### src/rtl/mfqs_pkg.sv
// ----------------------------------------------------------------------------
// mfqs_pkg
// shared types and constants of the feedback-queue scheduler
// ----------------------------------------------------------------------------
package mfqs_pkg;
   localparam int SLOTS_DEF  = 16;
   localparam int LEVELS_DEF = 4;
   localparam int MODE_W     = 3;
   localparam int SLOT_W     = 4;
   localparam int LEVEL_W    = 2;

   localparam logic [MODE_W-1:0] MODE_ENQ   = 3'd0;
   localparam logic [MODE_W-1:0] MODE_PICK  = 3'd1;
   localparam logic [MODE_W-1:0] MODE_TICK  = 3'd2;
   localparam logic [MODE_W-1:0] MODE_BLOCK = 3'd3;
   localparam logic [MODE_W-1:0] MODE_BOOST = 3'd4;

   typedef struct packed {
      logic [MODE_W-1:0]  mode;
      logic [SLOT_W-1:0]  slot;
      logic [LEVEL_W-1:0] level;
   } cmd_type;

   typedef struct packed {
      logic              accepted;
      logic [SLOT_W-1:0] picked_slot;
      logic              expired;
      logic              running;
   } rsp_type;
endpackage

### src/rtl/mfqs_cmd_queue.sv
// ----------------------------------------------------------------------------
// mfqs_cmd_queue
// two-entry queue between the command front and the scheduler core
// ----------------------------------------------------------------------------
module mfqs_cmd_queue (
   input  logic             clock,
   input  logic             reset,
   input  logic             push,
   input  mfqs_pkg::cmd_type push_data,
   output logic             full,
   input  logic             pop,
   output mfqs_pkg::cmd_type pop_data,
   output logic             empty
);
   mfqs_pkg::cmd_type mem_ff [2];
   logic       wr_ff, wr_in, rd_ff, rd_in;
   logic [1:0] cnt_ff, cnt_in;

   assign full     = cnt_ff == 2'd2;
   assign empty    = cnt_ff == 2'd0;
   assign pop_data = mem_ff[rd_ff];

   always_comb begin
      wr_in  = wr_ff ^ (push && !full);
      rd_in  = rd_ff ^ (pop && !empty);
      cnt_in = cnt_ff + {1'b0, push && !full} - {1'b0, pop && !empty};
   end

   always_ff @(posedge clock) begin
      if (reset) begin
         wr_ff  <= 1'b0;
         rd_ff  <= 1'b0;
         cnt_ff <= 2'd0;
      end else begin
         wr_ff  <= wr_in;
         rd_ff  <= rd_in;
         cnt_ff <= cnt_in;
      end
      if (push && !full) mem_ff[wr_ff] <= push_data;
   end
endmodule

### src/rtl/mfqs_core.sv
// ----------------------------------------------------------------------------
// mfqs_core
// scheduler state, level fifos and event sequencer
// ----------------------------------------------------------------------------
module mfqs_core #(
   parameter int SLOTS  = mfqs_pkg::SLOTS_DEF,
   parameter int LEVELS = mfqs_pkg::LEVELS_DEF
) (
   input  logic              clock,
   input  logic              reset,
   input  logic              cmd_valid,
   input  mfqs_pkg::cmd_type cmd,
   output logic              cmd_pop,
   output logic              rsp_push,
   output mfqs_pkg::rsp_type rsp,
   input  logic              rsp_full
);
   localparam int SW = $clog2(SLOTS);
   localparam int LW = (LEVELS > 1) ? $clog2(LEVELS) : 1;
   localparam int CW = $clog2(SLOTS + 1);
   localparam int QW = LEVELS;
   localparam int AW = LW + SW;

   typedef enum logic [2:0] {S_IDLE, S_RD, S_EXEC, S_BPOP, S_BPUSH, S_OUT} state_type;

   logic [SW-1:0] fifo_mem [2**AW];
   logic [SW-1:0] rd_data_ff;
   logic [SW-1:0] head_ff  [LEVELS];
   logic [CW-1:0] count_ff [LEVELS];
   logic [LW-1:0] slevel_ff [SLOTS];
   logic [SLOTS-1:0] queued_ff;
   logic          run_valid_ff;
   logic [SW-1:0] run_slot_ff;
   logic [QW-1:0] ticks_ff;
   state_type     state_ff;
   mfqs_pkg::cmd_type cmd_ff;
   logic          acc_ff;
   logic [SW-1:0] pick_ff;
   logic          expd_ff;
   logic [LW-1:0] lv_ff;

   // lowest non-empty level
   logic          any_ne;
   logic [LW-1:0] first_ne;
   always_comb begin
      any_ne   = 1'b0;
      first_ne = '0;
      for (int i = LEVELS - 1; i >= 0; i--) begin
         if (count_ff[i] != '0) begin
            any_ne   = 1'b1;
            first_ne = LW'(i);
         end
      end
   end

   logic          in_range;
   logic [SW-1:0] cslot;
   logic [LW-1:0] clevel;
   assign in_range = (32'(cmd_ff.slot) < SLOTS) && (32'(cmd_ff.level) < LEVELS);
   assign cslot    = SW'(cmd_ff.slot);
   assign clevel   = LW'(cmd_ff.level);

   function automatic logic [SW-1:0] tail_of(logic [SW-1:0] h, logic [CW-1:0] c);
      logic [CW:0] t;
      t = {1'b0, h} + {1'b0, c};
      if (t >= (CW+1)'(SLOTS)) t = t - (CW+1)'(SLOTS);
      return SW'(t);
   endfunction

   function automatic logic [SW-1:0] inc_head(logic [SW-1:0] h);
      return (32'(h) == SLOTS - 1) ? '0 : h + SW'(1);
   endfunction

   function automatic logic [AW-1:0] addr(logic [LW-1:0] lv, logic [SW-1:0] ix);
      return {lv, ix};
   endfunction

   logic [LW-1:0] next_lv;
   assign next_lv = (32'(slevel_ff[run_slot_ff]) >= LEVELS - 1) ? LW'(LEVELS - 1)
                    : slevel_ff[run_slot_ff] + LW'(1);

   // outcome of the current event
   logic          enq_ok, tick_exp;
   logic          acc_in, expd_in;
   logic [SW-1:0] pick_in;
   always_comb begin
      enq_ok   = in_range && count_ff[clevel] < CW'(SLOTS) && !queued_ff[cslot]
                 && !(run_valid_ff && run_slot_ff == cslot);
      tick_exp = run_valid_ff && ticks_ff <= QW'(1);
      acc_in   = 1'b0;
      pick_in  = '0;
      expd_in  = 1'b0;
      unique case (cmd_ff.mode)
         mfqs_pkg::MODE_ENQ: acc_in = enq_ok;
         mfqs_pkg::MODE_PICK: begin
            acc_in = any_ne;
            if (any_ne) pick_in = rd_data_ff;
         end
         mfqs_pkg::MODE_TICK: expd_in = tick_exp;
         default: ;
      endcase
   end

   assign cmd_pop  = state_ff == S_IDLE && cmd_valid;
   assign rsp_push = state_ff == S_OUT && !rsp_full;
   // running flag taken live so it is current when the response leaves
   assign rsp      = '{accepted: acc_ff, picked_slot: mfqs_pkg::SLOT_W'(pick_ff),
                       expired: expd_ff, running: run_valid_ff};

   always_ff @(posedge clock) begin
      if (reset) begin
         state_ff     <= S_IDLE;
         queued_ff    <= '0;
         run_valid_ff <= 1'b0;
         run_slot_ff  <= '0;
         ticks_ff     <= '0;
         for (int i = 0; i < LEVELS; i++) begin
            head_ff[i]  <= '0;
            count_ff[i] <= '0;
         end
      end else begin
         unique case (state_ff)
            S_IDLE: begin
               if (cmd_valid) begin
                  cmd_ff   <= cmd;
                  state_ff <= S_RD;
               end
            end
            S_RD: begin
               // registered read of the head of the lowest non-empty level
               rd_data_ff <= fifo_mem[addr(first_ne, head_ff[first_ne])];
               lv_ff      <= LW'(1);
               state_ff   <= S_EXEC;
            end
            S_EXEC: begin
               acc_ff   <= acc_in;
               pick_ff  <= pick_in;
               expd_ff  <= expd_in;
               state_ff <= (cmd_ff.mode == mfqs_pkg::MODE_BOOST) ? S_BPOP : S_OUT;
               unique case (cmd_ff.mode)
                  mfqs_pkg::MODE_ENQ: begin
                     if (enq_ok) begin
                        fifo_mem[addr(clevel, tail_of(head_ff[clevel], count_ff[clevel]))]
                           <= cslot;
                        count_ff[clevel]  <= count_ff[clevel] + CW'(1);
                        queued_ff[cslot]  <= 1'b1;
                        slevel_ff[cslot]  <= clevel;
                     end
                  end
                  mfqs_pkg::MODE_PICK: begin
                     if (any_ne) begin
                        head_ff[first_ne]     <= inc_head(head_ff[first_ne]);
                        count_ff[first_ne]    <= count_ff[first_ne] - CW'(1);
                        queued_ff[rd_data_ff] <= 1'b0;
                        run_slot_ff           <= rd_data_ff;
                        run_valid_ff          <= 1'b1;
                        ticks_ff              <= QW'(1) << first_ne;
                     end
                  end
                  mfqs_pkg::MODE_TICK: begin
                     if (run_valid_ff) begin
                        if (!tick_exp) begin
                           ticks_ff <= ticks_ff - QW'(1);
                        end else begin
                           ticks_ff <= '0;
                           fifo_mem[addr(next_lv,
                                         tail_of(head_ff[next_lv], count_ff[next_lv]))]
                              <= run_slot_ff;
                           count_ff[next_lv]      <= count_ff[next_lv] + CW'(1);
                           queued_ff[run_slot_ff] <= 1'b1;
                           slevel_ff[run_slot_ff] <= next_lv;
                           run_valid_ff           <= 1'b0;
                        end
                     end
                  end
                  mfqs_pkg::MODE_BLOCK: begin
                     run_valid_ff <= 1'b0;
                     ticks_ff     <= '0;
                  end
                  default: ;
               endcase
            end
            S_BPOP: begin
               if (count_ff[lv_ff] != '0) begin
                  rd_data_ff <= fifo_mem[addr(lv_ff, head_ff[lv_ff])];
                  state_ff   <= S_BPUSH;
               end else if (32'(lv_ff) == LEVELS - 1) begin
                  state_ff <= S_OUT;
               end else begin
                  lv_ff <= lv_ff + LW'(1);
               end
            end
            S_BPUSH: begin
               // slot stays queued, only its level changes
               head_ff[lv_ff]  <= inc_head(head_ff[lv_ff]);
               count_ff[lv_ff] <= count_ff[lv_ff] - CW'(1);
               fifo_mem[addr(LW'(0), tail_of(head_ff[0], count_ff[0]))] <= rd_data_ff;
               count_ff[0]     <= count_ff[0] + CW'(1);
               slevel_ff[rd_data_ff] <= '0;
               state_ff        <= S_BPOP;
            end
            S_OUT: begin
               if (!rsp_full) state_ff <= S_IDLE;
            end
            default: state_ff <= S_IDLE;
         endcase
      end
   end
endmodule

### src/rtl/mfqs_rsp_queue.sv
// ----------------------------------------------------------------------------
// mfqs_rsp_queue
// two-entry result queue driving the response ports
// ----------------------------------------------------------------------------
module mfqs_rsp_queue (
   input  logic              clock,
   input  logic              reset,
   input  logic              push,
   input  mfqs_pkg::rsp_type push_data,
   output logic              full,
   input  logic              pop,
   output mfqs_pkg::rsp_type pop_data,
   output logic              empty
);
   mfqs_pkg::rsp_type mem_ff [2];
   logic       wr_ff, rd_ff;
   logic [1:0] cnt_ff;

   assign full     = cnt_ff == 2'd2;
   assign empty    = cnt_ff == 2'd0;
   assign pop_data = mem_ff[rd_ff];

   always_ff @(posedge clock) begin
      if (reset) begin
         wr_ff  <= 1'b0;
         rd_ff  <= 1'b0;
         cnt_ff <= 2'd0;
      end else begin
         wr_ff  <= wr_ff ^ (push && !full);
         rd_ff  <= rd_ff ^ (pop && !empty);
         cnt_ff <= cnt_ff + {1'b0, push && !full} - {1'b0, pop && !empty};
      end
      if (push && !full) mem_ff[wr_ff] <= push_data;
   end
endmodule

### src/rtl/multilevel_feedback_queue_scheduler_top.sv
// an accepted event passes core states S_RD, S_EXEC and S_OUT, then enters the result queue;
// a boost adds S_BPOP and S_BPUSH per moved entry plus S_BPOP per empty level from 1 up
// the core takes one event at a time; S_OUT is left only when the result queue is not full
// the level fifo memory port (one access per cycle) sets the boost length
// reset: synchronous active high, clears queues, counters and run state
// ----------------------------------------------------------------------------
// multilevel_feedback_queue_scheduler_top
// four-level feedback-queue scheduler with command and result queues
// ----------------------------------------------------------------------------
module multilevel_feedback_queue_scheduler_top #(
   parameter int SLOTS  = mfqs_pkg::SLOTS_DEF,
   parameter int LEVELS = mfqs_pkg::LEVELS_DEF
) (
   input  logic       clock,
   input  logic       reset,
   input  logic       push,
   output logic       full,
   input  logic [2:0] req_mode,
   input  logic [3:0] req_slot,
   input  logic [1:0] req_level,
   output logic       empty,
   input  logic       pop,
   output logic       rsp_accepted,
   output logic [3:0] rsp_picked_slot,
   output logic       rsp_expired,
   output logic       rsp_running
);
   mfqs_pkg::cmd_type in_cmd, q_cmd;
   mfqs_pkg::rsp_type c_rsp, o_rsp;
   logic q_empty, q_pop, r_push, r_full;

   assign in_cmd = '{mode: req_mode, slot: req_slot, level: req_level};

   mfqs_cmd_queue u_cmdq (
      .clock, .reset, .push, .push_data(in_cmd), .full,
      .pop(q_pop), .pop_data(q_cmd), .empty(q_empty)
   );

   mfqs_core #(.SLOTS(SLOTS), .LEVELS(LEVELS)) u_core (
      .clock, .reset, .cmd_valid(!q_empty), .cmd(q_cmd), .cmd_pop(q_pop),
      .rsp_push(r_push), .rsp(c_rsp), .rsp_full(r_full)
   );

   mfqs_rsp_queue u_rspq (
      .clock, .reset, .push(r_push), .push_data(c_rsp), .full(r_full),
      .pop, .pop_data(o_rsp), .empty
   );

   assign rsp_accepted    = o_rsp.accepted;
   assign rsp_picked_slot = o_rsp.picked_slot;
   assign rsp_expired     = o_rsp.expired;
   assign rsp_running     = o_rsp.running;
endmodule

### config.mk
export PLATFORM = sky130hd
export DESIGN_NAME = multilevel_feedback_queue_scheduler_top
export DESIGN_NICKNAME = d
export VERILOG_FILES = /design/src/rtl/mfqs_pkg.sv /design/src/rtl/mfqs_cmd_queue.sv /design/src/rtl/mfqs_core.sv /design/src/rtl/mfqs_rsp_queue.sv /design/src/rtl/multilevel_feedback_queue_scheduler_top.sv
export SDC_FILE = /design/constraint.sdc
export NUM_CORES = 1
export LEC_CHECK = 0
export ABC_AREA = 0
export BUFFER_PORTS_ARGS = -buffer_cell sky130_fd_sc_hd__buf_2
export CAP_MARGIN = 10
export CORE_AREA = 2 2 221 223
export DETAILED_ROUTE_END_ITERATION = 8
export DIE_AREA = 0 0 223 225
export GPL_TIMING_DRIVEN = 0
export PLACE_DENSITY = 0.68
export SKIP_LAST_GASP = 1
export SYNTH_ARGS = -nofsm -noshare
export SYNTH_HDL_FRONTEND = slang
export SYNTH_HIERARCHICAL = 1
export SYNTH_SLANG_ARGS = --single-unit
### constraint.sdc
create_clock -name clock -period 11.4 [get_ports clock]
set_input_delay 1.14 -clock clock [delete_from_list [all_inputs] [get_ports clock]]
set_output_delay 1.14 -clock clock [all_outputs]
set_load 0.01 [all_outputs]
==> impl_metrics.yaml <==
drt:
  routedWlPerCell_um: 28.54
  avgViaCountPerCell: 6.597
  drc: 0
  dr.pass1.iters: 8
  vias: 15830
  ant_nets: 0
  wl_um: 68460
  drt_iter0_drc: 2022
layout:
  multi_input_area_um2: 9259
  areaGrowthSynthToFinish_pct: 11.38
  fillers: 3959
  nets: 1793
  drive_above_1_share_pct: 19.18
  layout_common_cells: "edfxtp_1, nand2_1, mux2i_1, nor2_1, mux4_2"
  register_area_um2: 12200
  final_common_cell: "edfxtp_1"
worst_setup_path:
  worstSetupPathType: "reg2reg"
  cp_data_arrival_time_ns: 5.88
  regToRegEndpoint: "u_core/fifo_mem[47][0]$_DFFE_PP_"
  r2r_cells: 13
  r2r_setup_slack_ns: 5.72
  crit_path_end_kind: "flop"
  required_ns: 11.60
  cp-start-kind: "flop"
  critPathCapture: "u_core/fifo_mem[47][0]$_DFFE_PP_"
  crit_fanout: 8
clock_network:
  clockBufferDepth: 3
  clock_latency_ns: 0.58
  cts_resized: 0
  root_buffer: "clkbuf_16"
  htree_num_levels: 2
  post_cts_buffers: 0
  clk_pin_slew_ns: 0.06
  ctsHoldBuffers: 0
  cts_made_buffers: 45
  cts_tree: "built"
  cts_num_sinks: 421
placed_design:
  place.gp.congestion: 0.9765
  port_buffers: 21
  hpwl_um: 49060
die:
  die_w_um: 223
  initial_core_util_pct: 46.58
  die_h_um: 225
  coreArea_um2: 47550
  io_pins: 22
  die_area_um2: 50180
  rows: 80
min_path:
  min_from: "u_core/pick_ff[0]$_SDFFCE_PP0P_"
  hp-class: "reg2reg"
timing:
  setup_viol: 0
  rsz0062_at_grt: "false"
  period_share_pct: 49.81
  tightest_slew_ns: 1.302
  fmax_mhz: 176.1
  hold_viol: 0
  slew_violations: 0
  hold_slack_ns: 0.4508
  clock_skew_ns: 0.01577
  post-route-min-period_ns: 5.678
  max_slew_margin_pct: 13.21
  fin_tns_setup_ns: 0
global_routing:
  grt_remaining_overflow: 0
  track_usage_pct: 27.48
  grt_pass1_wl_um: 100900
  grt_pass1_vias: 15520
  antenna_found_initial: 0
  grt_max_degree: 43
yosys:
  synthesis.area_um2: 22150
  synth_edf_count: 377
  syn_nets: 1720
  async_flop_share_pct: 0
  synth_seq_area_share_pct: 55.10
  syn_inst: 1678
  ys_seq_elements: 421
  synth_warnings: 6
  ys_types: 88
  ys.flop_type: "edfxtp_1"
  avgSynthCellArea_um2: 13.20
pwr:
  power.leakage_nw: 8.629
  power_density_nw_per_um2: 198.6
  ir_drop_mv: 0.09520
flow_run:
  max_cap_viol_count: 0
run_status:
  status: "finished clean"
[report_power, final]
group	switching, mW	total (mW)	internal [mW]
Clock	0.614	1.55	0.936
Combinational	0.927	1.46	0.535
Sequential	0.0600	1.89	1.83
[metrics by stage]
step           utilization [%]  power [mW]  cell area, µm²  setup slack [ns]  std cells
3_5_place_dp             48.60       3.335           23110             5.900       2318
3_3_place_gp             48.42       3.306           23020             5.396       2314
4_1_cts                  51.87       4.882           24660             5.844       2397
6_report                 51.88       4.898           24670             5.722       2399
2_1_floorplan                -       2.862           22150             7.190       1678
5_1_grt                  51.88       5.051           24660             5.421       2398
[area by class of cell]
class,count,area share [%]
tap,615,3.119
timing repair buffer,26,0.7710
buffer,96,2.095
clock inverter,25,1.415
multi-input combinational,1114,37.53
sequential,421,49.46
antenna,1,0.01014
inverter,47,0.7152
clock buffer,54,4.874
[worst max-delay path: stages, from the launching register on]
cell	delay, ns
dfxtp_1	0.40
clkbuf_1	0.41
mux4_2	0.42
mux4_2	0.61
mux2_1	0.36
mux2i_1	0.41
inv_1	0.16
ha_1	0.29
ha_1	0.20
nor2_1	0.22
xor2_1	0.16
a21oi_1	0.45
nand2_1	0.53
nor3_1	0.68
[routing by layer]
metal | GRT usage, % | up-vias | wire [µm]
met5 | 0 | - | 0
met4 | 12.23 | 0 | 3016
met3 | 6.493 | 188 | 7553
met2 | 43.10 | 994 | 31150
met1 | 36.61 | 7980 | 26740
li1 | - | 6665 | -
[sequential cells by signal, indices dropped and copies added, names as in the netlist, 2 cells and up, named ones only]
| signal | cells |
|---|---|
| u_core/cslot | 4 |
| u_core/rd_data_ff | 4 |
| u_cmdq/cnt_ff | 2 |
| u_rspq/cnt_ff | 2 |
| u_core/fifo_mem | 256 |
| u_core/ticks_ff | 4 |
| u_core/run_slot_ff | 4 |
| u_core/lv_ff | 2 |
| u_core/slevel_ff | 32 |
| u_core/queued_ff | 16 |
| u_core/state_ff | 3 |
| u_core/pick_ff | 4 |
| u_core/cmd_ff | 3 |
| u_cmdq/mem_ff | 18 |
| u_core/clevel | 2 |
| u_core/count_ff | 20 |
| u_rspq/mem_ff | 14 |
| u_core/head_ff | 16 |
[synthesized netlist by cell type, types with 5 or more instances]
library cell  count  area, µm²
clkbuf_1         36      135.1
nand3b_1          5      37.54
o22ai_1          42      262.8
or3_1             6      37.54
buf_6             6      67.56
xor2_1           18      157.7
buf_1             7      26.28
mux4_2          105       2365
and2_1           14      87.58
o22a_1            5      43.79
xnor2_1          18      157.7
buf_4            15      112.6
nor3_1           42      210.2
a31oi_1           7      43.79
mux2_2           39      439.2
o211ai_1         17      127.6
mux2i_1         144       1441
buf_2            31      155.2
o21ai_0          39      195.2
dfxtp_1          44      880.8
nand2_1         155      581.8
and3_1           22      137.6
nand3_1          32      160.2
edfxtp_1        377      11320
o32ai_1           8      70.07
a21oi_1          61      305.3
a22oi_1           9      67.56
nor2_1          139      521.8
nand2b_1         14      87.58
nor2b_1          12      75.07
inv_1            44      165.2
nor4_1           11      68.82
o221ai_1          7      61.31
a311oi_1          7      61.31
a211oi_1          5      37.54
ha_1             27      337.8
[how the worst min path moves through the flow]
stage / end / slack (ns) / depth (start not counted)
after detailed placement: u_rspq/mem_ff[0][2]$_DFFE_PP_ / 0.44 / 0
after global routing: u_rspq/mem_ff[0][2]$_DFFE_PP_ / 0.46 / 0
after CTS: u_rspq/mem_ff[0][2]$_DFFE_PP_ / 0.45 / 0
after global placement: u_rspq/mem_ff[0][3]$_DFFE_PP_ / 0.43 / 0
after floorplan: u_rspq/mem_ff[0][2]$_DFFE_PP_ / 0.42 / 0
final: u_rspq/mem_ff[0][2]$_DFFE_PP_ / 0.45 / 0
[kinds of logic (layout without fill, tap and decap cells)]
group | after synthesis | count (layout) | synth area share (%)
flip-flops | 421 | 421 | 55.10
XOR/XNOR | 39 | 39 | 1.729
buffers and inverters | 143 | 248 | 3.130
AND/OR/NAND/NOR | 490 | 490 | 10.75
other | 0 | 1 | 0
multiplexers | 293 | 293 | 19.44
adder cells (fa/ha/maj) | 29 | 29 | 1.706
AO/OA/AOI/OAI | 263 | 263 | 8.153
Power figures use the tool's default switching activity.
